==> src/hdl/swqm_pkg.sv <==
// Shared types and constants for the strided window quality mean block.
package swqm_pkg;

  localparam int QUAL_W       = 7;
  localparam int WSIZE_W      = 9;
  localparam int WSTEP_W      = 16;
  localparam int CFG_DATA_W   = 16;
  localparam int CFG_IDX_W    = 1;
  localparam int SUM_W        = 15;
  localparam int FRAC_W       = 8;
  localparam int DQ_W         = SUM_W + FRAC_W;
  localparam int DIV_CNT_W    = $clog2(DQ_W);
  localparam int READ_IDX_W   = 32;
  localparam int START_W      = 16;
  localparam int MEAN_W       = 15;

  localparam int MAX_WINDOW_DEF   = 256;
  localparam int MAX_READ_LEN_DEF = 65536;

  localparam logic [WSIZE_W-1:0] WSIZE_RESET = 9'd10;
  localparam logic [WSTEP_W-1:0] WSTEP_RESET = 16'd5;

  localparam logic [CFG_IDX_W-1:0] CFG_WINDOW_SIZE = 1'b0;
  localparam logic [CFG_IDX_W-1:0] CFG_WINDOW_STEP = 1'b1;

  typedef enum logic [1:0] {
    ST_IDLE,
    ST_UPDATE,
    ST_DIV,
    ST_OUT
  } state_t;

endpackage

==> src/hdl/swqm_ram.sv <==
// Generic single-port-write, single-port-read RAM with registered read data.
module swqm_ram #(
  parameter int WIDTH = 8,
  parameter int DEPTH = 256,
  parameter int AW    = (DEPTH > 1) ? $clog2(DEPTH) : 1
) (
  input  logic             clk,
  input  logic             we,
  input  logic [AW-1:0]    waddr,
  input  logic [WIDTH-1:0] wdata,
  input  logic [AW-1:0]    raddr,
  output logic [WIDTH-1:0] rdata
);

  logic [WIDTH-1:0] mem [DEPTH];

  always_ff @(posedge clk) begin
    if (we) begin
      mem[waddr] <= wdata;
    end
    rdata <= mem[raddr];
  end

endmodule

==> src/hdl/strided_window_quality_mean_core.sv <==
// Strided sliding-window mean of read quality scores: a base that yields no
// window passes through accept, then ring RAM read-modify-write; a base that
// completes a window on the stride goes through accept, ring update, 23
// iterations of the one-bit-per-cycle restoring divider and output load, where
// it waits while the output register is held by out_stall. The ring of
// recent scores lives in a RAM with registered read data; its contents are
// never used before being written in the current read, so it needs no clearing.
module strided_window_quality_mean_core #(
  parameter int MAX_WINDOW   = swqm_pkg::MAX_WINDOW_DEF,
  parameter int MAX_READ_LEN = swqm_pkg::MAX_READ_LEN_DEF
) (
  input  logic                                clk,
  input  logic                                rst_n,
  input  logic                                in_valid,
  output logic                                in_stall,
  input  logic [swqm_pkg::QUAL_W-1:0]         in_quality,
  input  logic                                in_read_end,
  output logic                                out_valid,
  input  logic                                out_stall,
  output logic [swqm_pkg::READ_IDX_W-1:0]     out_read_index,
  output logic [swqm_pkg::START_W-1:0]        out_window_start,
  output logic [swqm_pkg::MEAN_W-1:0]         out_mean_q8,
  input  logic                                cfg_we,
  input  logic [swqm_pkg::CFG_IDX_W-1:0]      cfg_index,
  input  logic [swqm_pkg::CFG_DATA_W-1:0]     cfg_wdata
);

  localparam int AW = (MAX_WINDOW > 1) ? $clog2(MAX_WINDOW) : 1;
  localparam int PW = $clog2(MAX_READ_LEN + 1);

  swqm_pkg::state_t state_r, state_nxt;

  logic [swqm_pkg::WSIZE_W-1:0]    wsize_r, wsize_nxt;
  logic [swqm_pkg::WSTEP_W-1:0]    wstep_r, wstep_nxt;
  logic [swqm_pkg::SUM_W-1:0]      sum_r, sum_nxt;
  logic [PW-1:0]                   pos_r, pos_nxt;
  logic [swqm_pkg::WSTEP_W-1:0]    phase_r, phase_nxt;
  logic [swqm_pkg::READ_IDX_W-1:0] rcnt_r, rcnt_nxt;
  logic [AW-1:0]                   wptr_r, wptr_nxt;

  logic [swqm_pkg::QUAL_W-1:0]     q_r, q_nxt;
  logic                            last_r, last_nxt;
  logic                            active_r, active_nxt;

  logic [swqm_pkg::DQ_W-1:0]       dq_r, dq_nxt;
  logic [swqm_pkg::WSIZE_W-1:0]    rem_r, rem_nxt;
  logic [swqm_pkg::DIV_CNT_W-1:0]  cnt_r, cnt_nxt;
  logic [swqm_pkg::READ_IDX_W-1:0] idx_r, idx_nxt;
  logic [swqm_pkg::START_W-1:0]    start_r, start_nxt;

  logic                            ovalid_r, ovalid_nxt;
  logic [swqm_pkg::READ_IDX_W-1:0] oidx_r, oidx_nxt;
  logic [swqm_pkg::START_W-1:0]    ostart_r, ostart_nxt;
  logic [swqm_pkg::MEAN_W-1:0]     omean_r, omean_nxt;

  logic [swqm_pkg::WSIZE_W-1:0]    w_eff;
  logic [swqm_pkg::WSTEP_W-1:0]    step_eff;
  logic [31:0]                     raddr_full;
  logic [AW-1:0]                   ring_raddr;
  logic [swqm_pkg::QUAL_W-1:0]     ring_rdata;
  logic                            ring_we;
  logic                            in_fire;
  logic [swqm_pkg::SUM_W-1:0]      old_q;
  logic [swqm_pkg::SUM_W-1:0]      sum_new;
  logic [31:0]                     start_full;
  logic [swqm_pkg::WSTEP_W:0]      phase_inc;
  logic [swqm_pkg::WSIZE_W:0]      trial;

  always_comb begin
    if (wsize_r == '0) begin
      w_eff = swqm_pkg::WSIZE_W'(1);
    end else if (32'(wsize_r) > 32'(MAX_WINDOW)) begin
      w_eff = swqm_pkg::WSIZE_W'(MAX_WINDOW);
    end else begin
      w_eff = wsize_r;
    end
    step_eff = (wstep_r == '0) ? swqm_pkg::WSTEP_W'(1) : wstep_r;
  end

  // Ring slot of position (pos - w), kept modulo MAX_WINDOW.
  always_comb begin
    if (32'(wptr_r) >= 32'(w_eff)) begin
      raddr_full = 32'(wptr_r) - 32'(w_eff);
    end else begin
      raddr_full = 32'(wptr_r) + 32'(MAX_WINDOW) - 32'(w_eff);
    end
    ring_raddr = raddr_full[AW-1:0];
  end

  swqm_ram #(
    .WIDTH (swqm_pkg::QUAL_W),
    .DEPTH (MAX_WINDOW),
    .AW    (AW)
  ) u_ring (
    .clk   (clk),
    .we    (ring_we),
    .waddr (wptr_r),
    .wdata (q_r),
    .raddr (ring_raddr),
    .rdata (ring_rdata)
  );

  assign in_stall = (state_r != swqm_pkg::ST_IDLE);
  assign in_fire  = in_valid && !in_stall;

  always_comb begin
    state_nxt  = state_r;
    wsize_nxt  = wsize_r;
    wstep_nxt  = wstep_r;
    sum_nxt    = sum_r;
    pos_nxt    = pos_r;
    phase_nxt  = phase_r;
    rcnt_nxt   = rcnt_r;
    wptr_nxt   = wptr_r;
    q_nxt      = q_r;
    last_nxt   = last_r;
    active_nxt = active_r;
    dq_nxt     = dq_r;
    rem_nxt    = rem_r;
    cnt_nxt    = cnt_r;
    idx_nxt    = idx_r;
    start_nxt  = start_r;
    ovalid_nxt = ovalid_r && out_stall;
    oidx_nxt   = oidx_r;
    ostart_nxt = ostart_r;
    omean_nxt  = omean_r;
    ring_we    = 1'b0;
    old_q      = (32'(pos_r) >= 32'(w_eff)) ? {{(swqm_pkg::SUM_W-swqm_pkg::QUAL_W){1'b0}},
                                               ring_rdata} : '0;
    sum_new    = sum_r - old_q + {{(swqm_pkg::SUM_W-swqm_pkg::QUAL_W){1'b0}}, q_r};
    start_full = 32'(pos_r) + 32'd1 - 32'(w_eff);
    phase_inc  = {1'b0, phase_r} + 1'b1;
    trial      = {rem_r, dq_r[swqm_pkg::DQ_W-1]};

    if (cfg_we) begin
      case (cfg_index)
        swqm_pkg::CFG_WINDOW_SIZE: begin
          wsize_nxt = cfg_wdata[swqm_pkg::WSIZE_W-1:0];
          sum_nxt   = '0;
          pos_nxt   = '0;
          phase_nxt = '0;
          wptr_nxt  = '0;
        end
        swqm_pkg::CFG_WINDOW_STEP: begin
          wstep_nxt = cfg_wdata[swqm_pkg::WSTEP_W-1:0];
        end
        default: ;
      endcase
    end

    case (state_r)
      swqm_pkg::ST_IDLE: begin
        if (in_fire) begin
          q_nxt      = in_quality;
          last_nxt   = in_read_end;
          active_nxt = 32'(pos_r) < 32'(MAX_READ_LEN);
          state_nxt  = swqm_pkg::ST_UPDATE;
        end
      end
      swqm_pkg::ST_UPDATE: begin
        state_nxt = swqm_pkg::ST_IDLE;
        if (active_r) begin
          ring_we  = 1'b1;
          sum_nxt  = sum_new;
          pos_nxt  = pos_r + 1'b1;
          wptr_nxt = (32'(wptr_r) == 32'(MAX_WINDOW - 1)) ? '0 : wptr_r + 1'b1;
          if (32'(pos_r) + 32'd1 >= 32'(w_eff)) begin
            if (phase_r == '0) begin
              dq_nxt    = {sum_new, {swqm_pkg::FRAC_W{1'b0}}};
              rem_nxt   = '0;
              cnt_nxt   = '0;
              idx_nxt   = rcnt_r;
              start_nxt = start_full[swqm_pkg::START_W-1:0];
              state_nxt = swqm_pkg::ST_DIV;
            end
            phase_nxt = (phase_inc >= {1'b0, step_eff}) ? '0 :
                        phase_inc[swqm_pkg::WSTEP_W-1:0];
          end
        end
        if (last_r) begin
          rcnt_nxt  = rcnt_r + 1'b1;
          sum_nxt   = '0;
          pos_nxt   = '0;
          phase_nxt = '0;
          wptr_nxt  = '0;
        end
      end
      swqm_pkg::ST_DIV: begin
        if (trial >= {1'b0, w_eff}) begin
          rem_nxt = swqm_pkg::WSIZE_W'(trial - {1'b0, w_eff});
          dq_nxt  = {dq_r[swqm_pkg::DQ_W-2:0], 1'b1};
        end else begin
          rem_nxt = trial[swqm_pkg::WSIZE_W-1:0];
          dq_nxt  = {dq_r[swqm_pkg::DQ_W-2:0], 1'b0};
        end
        cnt_nxt = cnt_r + 1'b1;
        if (32'(cnt_r) == swqm_pkg::DQ_W - 1) begin
          state_nxt = swqm_pkg::ST_OUT;
        end
      end
      swqm_pkg::ST_OUT: begin
        if (!ovalid_r || !out_stall) begin
          ovalid_nxt = 1'b1;
          oidx_nxt   = idx_r;
          ostart_nxt = start_r;
          omean_nxt  = dq_r[swqm_pkg::MEAN_W-1:0];
          state_nxt  = swqm_pkg::ST_IDLE;
        end
      end
      default: begin
        state_nxt = swqm_pkg::ST_IDLE;
      end
    endcase
  end

  always_ff @(posedge clk) begin
    if (!rst_n) begin
      state_r  <= swqm_pkg::ST_IDLE;
      wsize_r  <= swqm_pkg::WSIZE_RESET;
      wstep_r  <= swqm_pkg::WSTEP_RESET;
      sum_r    <= '0;
      pos_r    <= '0;
      phase_r  <= '0;
      rcnt_r   <= '0;
      wptr_r   <= '0;
      cnt_r    <= '0;
      ovalid_r <= 1'b0;
    end else begin
      state_r  <= state_nxt;
      wsize_r  <= wsize_nxt;
      wstep_r  <= wstep_nxt;
      sum_r    <= sum_nxt;
      pos_r    <= pos_nxt;
      phase_r  <= phase_nxt;
      rcnt_r   <= rcnt_nxt;
      wptr_r   <= wptr_nxt;
      cnt_r    <= cnt_nxt;
      ovalid_r <= ovalid_nxt;
    end
  end

  always_ff @(posedge clk) begin
    q_r      <= q_nxt;
    last_r   <= last_nxt;
    active_r <= active_nxt;
    dq_r     <= dq_nxt;
    rem_r    <= rem_nxt;
    idx_r    <= idx_nxt;
    start_r  <= start_nxt;
    oidx_r   <= oidx_nxt;
    ostart_r <= ostart_nxt;
    omean_r  <= omean_nxt;
  end

  assign out_valid        = ovalid_r;
  assign out_read_index   = oidx_r;
  assign out_window_start = ostart_r;
  assign out_mean_q8      = omean_r;

endmodule

==> config.mk <==
export PLATFORM = sky130hd
export DESIGN_NAME = strided_window_quality_mean_core
export DESIGN_NICKNAME = d
export VERILOG_FILES = /design/src/hdl/swqm_pkg.sv /design/src/hdl/swqm_ram.sv /design/src/hdl/strided_window_quality_mean_core.sv
export SDC_FILE = /design/constraint.sdc
export NUM_CORES = 2
export LEC_CHECK = 0
export BUFFER_PORTS_ARGS = -buffer_cell sky130_fd_sc_hd__buf_4
export CAP_MARGIN = 20
export CORE_AREA = 2 2 459 370
export DETAILED_ROUTE_END_ITERATION = 16
export DIE_AREA = 0 0 461 372
export PLACE_DENSITY = 0.77
export SYNTH_ARGS = -nofsm -noshare
export SYNTH_HDL_FRONTEND = slang
export SYNTH_SLANG_ARGS = --single-unit
export TNS_END_PERCENT = 1
==> constraint.sdc <==
create_clock -name clk -period 6 [get_ports clk]
set_clock_uncertainty 0.05 [all_clocks]
set_input_delay 1.2 -clock clk [delete_from_list [all_inputs] [get_ports clk]]
set_output_delay 1.2 -clock clk [all_outputs]
set_load 0.02 [all_outputs]
==> run_results.csv <==
group,metric,value,unit
clock_tree,cts_root_buf,"clkbuf_16",
floorplan,die_w,461,microns
final_layout,postLayoutCoreUtil,55.46,%
setup_path,path_delay_family,"compound AO/OA/AOI/OAI gates",
clock_tree,cts_buffer_depth,3,
setup_path,reg2reg_slack,0.53,ns
final_layout,fillers,12280,
global_routing,gr-total-overflow,0,
place,dp_hpwl,114000,microns
synthesis,synth_fa_ha_area_share,1.369,%
global_routing,grt_pass1_wl,283600,microns
clock_tree,post-cts-setup-buffer-count,0,
synthesis,yosysTopAreaCellShare,70.20,%
synthesis,synth_xor_area_share,0.8110,%
floorplan,coreArea,167600,sq um
setup_path,critical_path_class,"reg -> reg",
final_layout,area_growth,11.75,%
setup_path,timing.rr.end,"dq_r[21]$_DFFE_PP_",
setup_path,path_buf_inv,4,
floorplan,start_util,49.63,%
hold_path,whs_endpoint,"out_window_start[13]$_DFFE_PP_",
sta,slew_viol_final,0,
clock_tree,path_clk_slew,0.07,ns
route,drc,0,
synthesis,synth_flop_cell,"edfxtp_1",
hold_path,min_path_type,"reg -> reg",
synthesis,ys_warn_count,0,
final_layout,final_common_cell,"edfxtp_1",
setup_path,end_kind,"flip-flop",
sta,setup_viol,0,
synthesis,synthDistinctLibCells,77,
clock_tree,htreeDepth,4,
route,wl_per_cell,27.52,microns
synthesis,synth-compound-area-share,2.746,%
final_layout,drive_gt1_share,22.68,%
clock_tree,cts_tree,"built",
synthesis,postSynthAreaPerCell,19.04,sq um
final_layout,seqCellArea,60940,sq um
final_layout,multi_input_area,20850,sq um
sta,grt_setup_unrepaired,"no",
run_status,status,"finished, final reports clean",
setup_path,slowest_stage,"fa_1",
floorplan,die_y,372,microns
pwr,vdd.ir_drop.worst,334.5,uV
setup_path,cp_max_fo,10,
route,antenna_left,0,
synthesis,synthMuxAreaShare,14.93,%
sta,setup_tns,0,ns
setup_path,cp.required,6.54,ns
global_routing,grt_usage,22.51,%
setup_path,cp-startpoint,"wsize_r[8]$_SDFFE_PN0P_",
synthesis,synthArstFlopShare,0,%
setup_path,cp_cell_sequence,"clkinv_1, nand2_1, buf_4, ha_1, nor2b_1, o21a_1, o21a_1, o21a_1, o21a_1, o21a_1, o311ai_0, buf_4, a21boi_0, fa_1, inv_1, ha_1, a211o_1, a21oi_1, o21ai_1, a211oi_2, o31ai_1, xor2_1, nand2_1, nand2_1",
clock_tree,insertion_delay,0.83,ns
setup_path,crit_path_frequent_cell,"o21a_1",
flow_run,cap_violations,0,
synthesis,synth_seq_cells,2072,
final_layout,final_cell_mix,"edfxtp_1 (1,944), mux4_2 (532), nor2_1 (391)",
sta,slew-limit-headroom,21.83,%
clock_tree,cts_resized,0,
synthesis,synth_seq_area_share,73.28,%
synthesis,yosys.area_share.simple,5.072,%
synthesis,synth.largest_area_cell,"edfxtp_1",
synthesis,syn-instance-count,4367,
global_routing,grt_antenna_before_repair,4,
setup_path,start_kind,"flip-flop",
final_layout,fin_nets,4670,
floorplan,io_pins,95,
sta,max_slew.worst_pin.slew,1.168,ns
global_routing,grt_pass1_vias,42140,
place,portBuffers,94,
pwr,cellLeakagePower,30.02,nW
route,via_per_inst,6.181,
hold_path,hp-start,"start_r[13]$_DFFE_PP_",
sta,fin_crit,5.469,ns
floorplan,dieArea,171500,sq um
route,vias,43100,
hold_path,holdPathStages,0,
pwr,power_density,337.5,nW/um^2
global_routing,grt_max_degree,181,
synthesis,synth-edff-count,1944,
setup_path,cp.arrival,6.01,ns
sta,fmax,182.9,MHz
clock_tree,postCtsHoldBufs,0,
clock_tree,cts_buffers,185,
final_layout,diodes,0,
synthesis,synth_top_family_by_area,"multiplexers",
synthesis,syn_area,83150,sq um
setup_path,regToRegStartpoint,"wsize_r[8]$_SDFFE_PN0P_",
sta,fin_crit_sh,91.14,%
setup_path,slowest_delay,0.56,ns
route,drt_pre_antenna_iters,7,
clock_tree,cts.sinks,2072,
floorplan,rows,135,
synthesis,syn-num-nets,4482,
synthesis,synth_area_leaders,"edfxtp_1 (70%), mux4_2 (14%), dfxtp_1 (3.1%)",
sta,finalHoldViolCount,0,
setup_path,r2r_cells,24,
route,first_iter_violations,6446,
route,routed_wl,191900,microns
place,place_congestion,0.8715,
==> worst max-delay path by stage <==
| stage | end | depth (start not counted) |
|---|---|---|
| after floorplan | dq_r[22]$_DFFE_PP_ | 12 |
| after global routing | dq_r[22]$_DFFE_PP_ | 24 |
| after CTS | dq_r[21]$_DFFE_PP_ | 24 |
| final | dq_r[21]$_DFFE_PP_ | 24 |
| after detailed placement | dq_r[21]$_DFFE_PP_ | 24 |
| after global placement | dq_r[21]$_DFFE_PP_ | 24 |
==> area by class of cell <==
class                           count  area share, %
Multi-Input combinational cell   1989          22.44
Inverter                           80         0.3232
Clock inverter                    108          1.145
Timing Repair Buffer              227          2.154
Sequential cell                  2072          65.58
Tap cell                         2260          3.043
Clock buffer                      237          5.315
==> power by group <==
group	switching [mW]	internal (mW)	total, mW
clock	5.29	6.56	11.9
combinational	1.98	1.55	3.53
sequential	0.0809	15.9	16.0
==> Yosys cell counts, drive strengths merged, types with 5 or more instances <==
| library cell | n |
|---|---|
| a2111oi | 42 |
| a211oi | 11 |
| a21boi | 11 |
| a21o | 16 |
| a21oi | 76 |
| a221oi | 15 |
| a22oi | 12 |
| a31oi | 9 |
| a32oi | 8 |
| and2 | 26 |
| and3 | 41 |
| and4 | 6 |
| buf | 97 |
| clkbuf | 129 |
| dfxtp | 128 |
| edfxtp | 1944 |
| fa | 10 |
| ha | 75 |
| inv | 79 |
| mux2i | 43 |
| mux4 | 532 |
| nand2 | 239 |
| nand2b | 10 |
| nand3 | 52 |
| nand4 | 17 |
| nor2 | 391 |
| nor2b | 51 |
| nor3 | 34 |
| nor4 | 24 |
| o211a | 8 |
| o21a | 15 |
| o21ai | 45 |
| o22ai | 7 |
| o311ai | 5 |
| o31a | 9 |
| o31ai | 5 |
| or2 | 14 |
| or3 | 12 |
| xnor2 | 42 |
| xor2 | 35 |
==> per-layer routing <==
| layer | global-route usage [%] | vias to the layer above | wire length, microns |
|---|---|---|---|
| li1 | - | 17960 | - |
| met1 | 32.97 | 22220 | 76920 |
| met2 | 33.59 | 2622 | 87460 |
| met3 | 6.216 | 292 | 23350 |
| met4 | 5.858 | 4 | 4143 |
| met5 | 0 | - | 21 |
==> cells by family after synthesis <==
| kind of cell | Yosys count |
|---|---|
| AND/OR/NAND/NOR | 930 |
| XOR/XNOR | 77 |
| multiplexers | 575 |
| AO/OA/AOI/OAI | 322 |
| flip-flops | 2072 |
| buffers and inverters | 306 |
| adder cells (fa/ha/maj) | 85 |
==> through the flow <==
stage / instance area (sq um) / std cells / hold slack (ns) / total power, mW / worst slack, ns
after CTS: 92850 / 6970 / 0.3691 / 31.45 / 0.6111
after floorplan: 83180 / 4367 / 0.3503 / 18.65 / -0.1320
final: 92920 / 6973 / 0.3650 / 31.36 / 0.5315
after detailed placement: 86850 / 6625 / 0.3545 / 19.76 / 0.6473
after global routing: 92920 / 6973 / 0.3748 / 32.19 / 0.2134
after global placement: 86840 / 6624 / 0.3501 / 19.70 / 0.6746
==> sequential cells by signal, indices dropped and copies added (netlist names), named ones only <==
signal,cells
u_ring.rdata,7
q_r,7
wptr_r,8
out_window_start,16
rcnt_r,32
out_read_index,32
rem_r,9
out_mean_q8,15
idx_r,32
out_valid,1
sum_r,15
state_r,1
wsize_r,9
pos_r,17
phase_r,16
wstep_r,16
start_r,16
cnt_r,5
last_r,1
u_ring.mem,1792
active_r,1
dq_r,23
No activity file was read; power rests on OpenSTA's default activity.
